## src/rtl/ktmf_pkg.sv

```systemverilog
// Shared types, constants and helper functions of the keypoint temporal median filter.
// Depends on nothing; every other file of the block but ktmf_ram imports it.
package ktmf_pkg;

	// sizing of the block
	localparam int WINDOW     = 5;
	localparam int POINTS     = 21;
	localparam int COORD_BITS = 24;

	// fixed widths of the channel fields
	localparam int IDX_W      = 5;
	localparam int FIELD_BITS = 24;
	localparam int AXES       = 3;

	// derived widths
	localparam int ROWS    = WINDOW * POINTS;
	localparam int SLOT_W  = (WINDOW > 1) ? $clog2(WINDOW) : 1;
	localparam int CNT_W   = $clog2(WINDOW + 1);
	localparam int POINT_W = (POINTS > 1) ? $clog2(POINTS) : 1;
	localparam int ADDR_W  = (ROWS > 1) ? $clog2(ROWS) : 1;
	localparam int WIDE    = 34;
	localparam int MID     = WINDOW / 2;

	// one sample or median for all three axes
	typedef logic [AXES-1:0][COORD_BITS-1:0] triple_t;

	// controller to datapath
	typedef struct packed {
		logic              load;
		logic              wr;
		logic              rd_en;
		logic [SLOT_W-1:0] rd_slot;
		logic              rank_en;
		logic [SLOT_W-1:0] rank_sel;
		logic              emit;
	} ktmf_cmd_t;

	// datapath to controller
	typedef struct packed {
		logic idx_ok;
		logic out_free;
	} ktmf_sts_t;

	// sign-extend a field and saturate it to the internal coordinate range
	function automatic logic [COORD_BITS-1:0] take_coord(input logic signed [FIELD_BITS-1:0] raw);
		logic signed [WIDE-1:0] v;
		logic signed [WIDE-1:0] hi;
		logic signed [WIDE-1:0] lo;
		v  = WIDE'(raw);
		hi = (WIDE'(1) <<< (COORD_BITS - 1)) - WIDE'(1);
		lo = -hi - WIDE'(1);
		if (v > hi) v = hi;
		if (v < lo) v = lo;
		return v[COORD_BITS-1:0];
	endfunction

	// bring an internal coordinate back to the field width
	function automatic logic signed [FIELD_BITS-1:0] to_field(input logic [COORD_BITS-1:0] c);
		logic signed [WIDE-1:0] w;
		w = WIDE'($signed(c));
		return w[FIELD_BITS-1:0];
	endfunction

endpackage

```

## src/rtl/ktmf_ctrl.sv

```systemverilog
// Sequencer of the keypoint temporal median filter: input handshake and step order.
// Depends on ktmf_pkg; drives the datapath through ktmf_cmd_t.
module ktmf_ctrl import ktmf_pkg::*; (
	input  logic      clk,
	input  logic      arst_n,
	input  logic      in_valid,
	output logic      in_ready,
	input  ktmf_sts_t sts,
	output ktmf_cmd_t cmd
);

	typedef enum logic [4:0] {
		S_IDLE  = 5'b00001,
		S_WRITE = 5'b00010,
		S_READ  = 5'b00100,
		S_RANK  = 5'b01000,
		S_DONE  = 5'b10000
	} state_t;

	state_t           state_q, state_d;
	logic [CNT_W-1:0] cnt_q, cnt_d;
	logic             accept;

	assign in_ready = (state_q == S_IDLE);
	assign accept   = in_valid && in_ready;

	// next state and commands
	always_comb begin
		state_d      = state_q;
		cnt_d        = cnt_q;
		cmd          = '0;
		cmd.rd_slot  = cnt_q[SLOT_W-1:0];
		cmd.rank_sel = cnt_q[SLOT_W-1:0];
		unique case (state_q)
			S_IDLE: begin
				cmd.load = accept;
				if (accept) state_d = S_WRITE;
			end
			S_WRITE: begin
				cmd.wr = sts.idx_ok;
				cnt_d  = '0;
				state_d = sts.idx_ok ? S_READ : S_DONE;
			end
			S_READ: begin
				// one slot a cycle, then a final pass with no read while the last read data lands in its lane
				cmd.rd_en = (cnt_q != CNT_W'(WINDOW));
				if (cnt_q == CNT_W'(WINDOW)) begin
					cnt_d   = '0;
					state_d = S_RANK;
				end else begin
					cnt_d = cnt_q + CNT_W'(1);
				end
			end
			S_RANK: begin
				cmd.rank_en = 1'b1;
				if (cnt_q == CNT_W'(WINDOW - 1)) begin
					state_d = S_DONE;
				end else begin
					cnt_d = cnt_q + CNT_W'(1);
				end
			end
			S_DONE: begin
				// hand the result over once the output register is free
				if (sts.out_free) begin
					cmd.emit = 1'b1;
					state_d  = S_IDLE;
				end
			end
			default: state_d = S_IDLE;
		endcase
	end

	// state registers
	always_ff @(posedge clk or negedge arst_n) begin
		if (!arst_n) begin
			state_q <= S_IDLE;
			cnt_q   <= '0;
		end else begin
			state_q <= state_d;
			cnt_q   <= cnt_d;
		end
	end

endmodule

```

## config.mk

```make
export PLATFORM = sky130hd
export DESIGN_NAME = ktmf_ctrl
export DESIGN_NICKNAME = d
export VERILOG_FILES = /design/src/rtl/ktmf_pkg.sv /design/src/rtl/ktmf_ctrl.sv
export SDC_FILE = /design/constraint.sdc
export NUM_CORES = 1
export LEC_CHECK = 0
export ABC_AREA = 1
export BUFFER_PORTS_ARGS = -buffer_cell sky130_fd_sc_hd__buf_2
export CELL_PAD_IN_SITES_DETAIL_PLACEMENT = 0
export CELL_PAD_IN_SITES_GLOBAL_PLACEMENT = 2
export CORE_AREA = 4 4 49 51
export CTS_BUF_LIST = sky130_fd_sc_hd__clkbuf_4 sky130_fd_sc_hd__clkbuf_8
export DETAILED_ROUTE_END_ITERATION = 12
export DIE_AREA = 0 0 53 55
export PLACE_DENSITY_LB_ADDON = 0.1
export SETUP_SLACK_MARGIN = 0.4
export SLEW_MARGIN = 30
export SYNTH_ARGS = -nofsm -noshare
export SYNTH_HDL_FRONTEND = slang
export SYNTH_SLANG_ARGS = --single-unit
```

## constraint.sdc

```tcl
create_clock -name clk -period 3 [get_ports clk]
set_input_delay 0.15 -clock clk [delete_from_list [all_inputs] [get_ports clk]]
set_output_delay 0.15 -clock clk [all_outputs]
set_load 0.005 [all_outputs]
```

==> summary.md <==
| Metric | Value |
|---|---|
| Status | finished clean |
| Routed length per instance | 11.0 µm |
| Setup Buffers After CTS | 0 |
| Total core area | 0.00194 mm² |
| Startpoint types | register |
| Flops & latches, synth | 8 |
| Worst EP arrival | 1380 ps |
| CP cell instances | inv_1 -> ha_1 -> nand2_1 -> nand4_2 -> inv_1 -> buf_2 |
| Max-Cap Viols | 0 |
| Vias post-DR | 500 |
| Max stage delay on crit path | 410 ps |
| Synth top area share | 29.2% |
| Num Clock Sinks | 8 |
| IO Count | 17 |
| Largest cells by area after synthesis | dfrtp_1, nand2_1, nand4_4 |
| Sequential fraction of the synthesis area | 33.5% |
| CP Data Required Time | 2850 ps |
| Later-pin clock latency in the skew report | 260 ps |
| FF-to-FF path depth | 8 |
| Antenna viol nets, final | 0 |
| Max_slew headroom | 81.6% |
| Overall routing resource usage | 10.8% |
| Ant. Diodes | 0 |
| Lkg Pwr | 0.000449 µW |
| Final HPWL DP | 1020 µm |
| Worst Path Max Fanout | 5 |
| Core Util, Final | 37.7% |
| Num CTS Buffers | 3 |
| Initial core utilization | 30.9% |
| Fin crit period | 1530 ps |
| Synthesized area | 601 µm² |
| Synth area leader | dfrtp_1 |
| Hold WC Path Type | primary input to register |
| Largest net degree at the start of global routing | 9 |
| Hold wc startpoint | in_valid |
| Worst-Margin Slew | 276 ps |
| Die area | 0.00292 mm² |
| Clock-pin slew on the worst setup and hold paths | 70 ps |
| Crit-path slowest cell | dfrtp_1 |
| Vias in the first global route | 509 |
| CTS Buffer Depth | 2 |
| FMAX | 0.654 GHz |
| H-tree Lvls | 1 |
| Critical Path Source | cnt_q[1] |
| YS warnings | 0 |
| Site row count | 16 |
| Drt via density | 4.24 |
| Synth Instances | 73 |
| Chip width | 53 µm |
| Post-synthesis cell type count | 19 |
| Maximum VDD drop | 0.356 mV |
| Routability Congestion | 0.792 |
| CP Capture Type | primary output |
| Setup violations, final | 0 |
| Global-route wire length before repair | 2250 µm |
| Clk_skew | 13.9 ps |
| Setup CP Type | register to primary output |
| Most frequent CP cell | inv_1 |
| Final nets | 100 |
| Slew Viols, Final | 0 |
| Die height | 55 µm |
| DRT Wirelength | 1300 µm |
| RSZ-0062 raised after global routing | false |
| Post-Syn Nets | 81 |
| Post-Route Setup TNS | 0 ps |
| Total gr overflow | 0 |
| Reg-to-Reg Start | cnt_q[0] |
| Area Growth Syn to Fin | 21.9% |
| Port Buffer Count | 16 |
| Pwr per Cell Area | 818 mW/mm² |
| Final Cycle Share | 51.0% |
| CTS tree | built |
| Iter 0 DRT Violations | 1 |
| Layout cells sized above 1 | 37.4% |
| Worst hold path depth | 3 |
| Endpoints failing hold | 0 |
| Synth Area per Inst | 8.23 µm² |
| Drt drc | 0 |
| Initial antenna violation count | 0 |
| CTS Root Cell | clkbuf_4 |
| DR pass1 iterations | 2 |
synthesized netlist by cell type (all sizes together):
library cell / n
nand2: 16
inv: 12
nor2: 11
nand3: 8
nand4: 8
dfrtp: 7
buf: 3
ha: 3
o21ai: 2
bufinv: 1
dfstp: 1
xor2: 1
metrics by stage:
stage | instances | power [µW] | instance area, µm² | hold WS (ps) | worst slack [ps]
after floorplan | 73 | 420 | 601 | -146 | 1760
after global placement | 113 | 508 | 692 | 15.0 | 1700
after detailed placement | 113 | 502 | 692 | 12.6 | 1680
after CTS | 118 | 610 | 732 | 150 | 1450
after global routing | 118 | 663 | 732 | 191 | 1310
final | 118 | 599 | 732 | 148 | 1470
layout make-up:
cell class	count	area [µm²]
clock buffers	4	30.0
repair buffers	17	90.1
inverters	13	62.6
flip-flops and latches	8	201
fillers	223	1210
multi-input cells	49	314
well taps	27	33.8
registers in the layout, indices dropped and copies added (netlist names):
signal	cells
cnt_q	3
state_q	5
cells in the final DEF (no fill, tap or decap):
cell / netlist / routed
buf_2: 0 / 16
nand2_1: 14 / 14
inv_1: 11 / 11
nor2_1: 7 / 7
dfrtp_1: 7 / 7
nand3_1: 6 / 6
nand4_1: 5 / 5
clkbuf_4: 0 / 4
nor2_2: 3 / 3
ha_1: 3 / 3
nand4_4: 2 / 2
nand2_2: 2 / 2
nand3_2: 2 / 2
o21ai_1: 2 / 2
bufinv_8: 1 / 1
inv_2: 1 / 1
nor2_4: 1 / 1
nand4_2: 1 / 1
xor2_1: 1 / 1
dlygate4sd3_1: 0 / 1
dfstp_2: 1 / 1
final timing paths:
check                              to  slack, ps
max in group asynchronous  state_q[0]       2470
max                            cmd[8]       1470
min                        state_q[1]        150
min in group asynchronous    cnt_q[2]        260
min reg2reg                state_q[4]        600
max reg2reg                state_q[4]       1660
worst max-delay path: cells and delay by family, from the launching register on:
kind          cells  cell delay (ps)
fa+ha+maj         1              190
buf+inv           3              270
flops             1              410
simple gates      2              240
power by group:
group          switching (µW)  internal (µW)
clock                    42.9           60.2
combinational             190            119
sequential               39.5            146
per-layer routing:
metal,GRT usage (%),wire [µm]
met5,0,0
met3,2.41,45
met1,14.5,687
met2,16.5,553
met4,5.11,14
cells by family (layout without fill, tap and decap cells):
logic type,after synthesis,count (layout),synth area share (%)
adders and majority gates,3,3,6.25
DFF,8,8,33.5
buffers and inverters,16,34,14.2
and+or+nand+nor,43,43,42.9
xor gates and xnor gates,1,1,1.46
AOI/OAI and AO/OA,2,2,1.67
what timing repair did:
item                                   CTS  global route
resized for setup                        0             0
endpoints found under the hold margin    8             0
hold buffers                             1             0
Power figures use the tool's default switching activity.
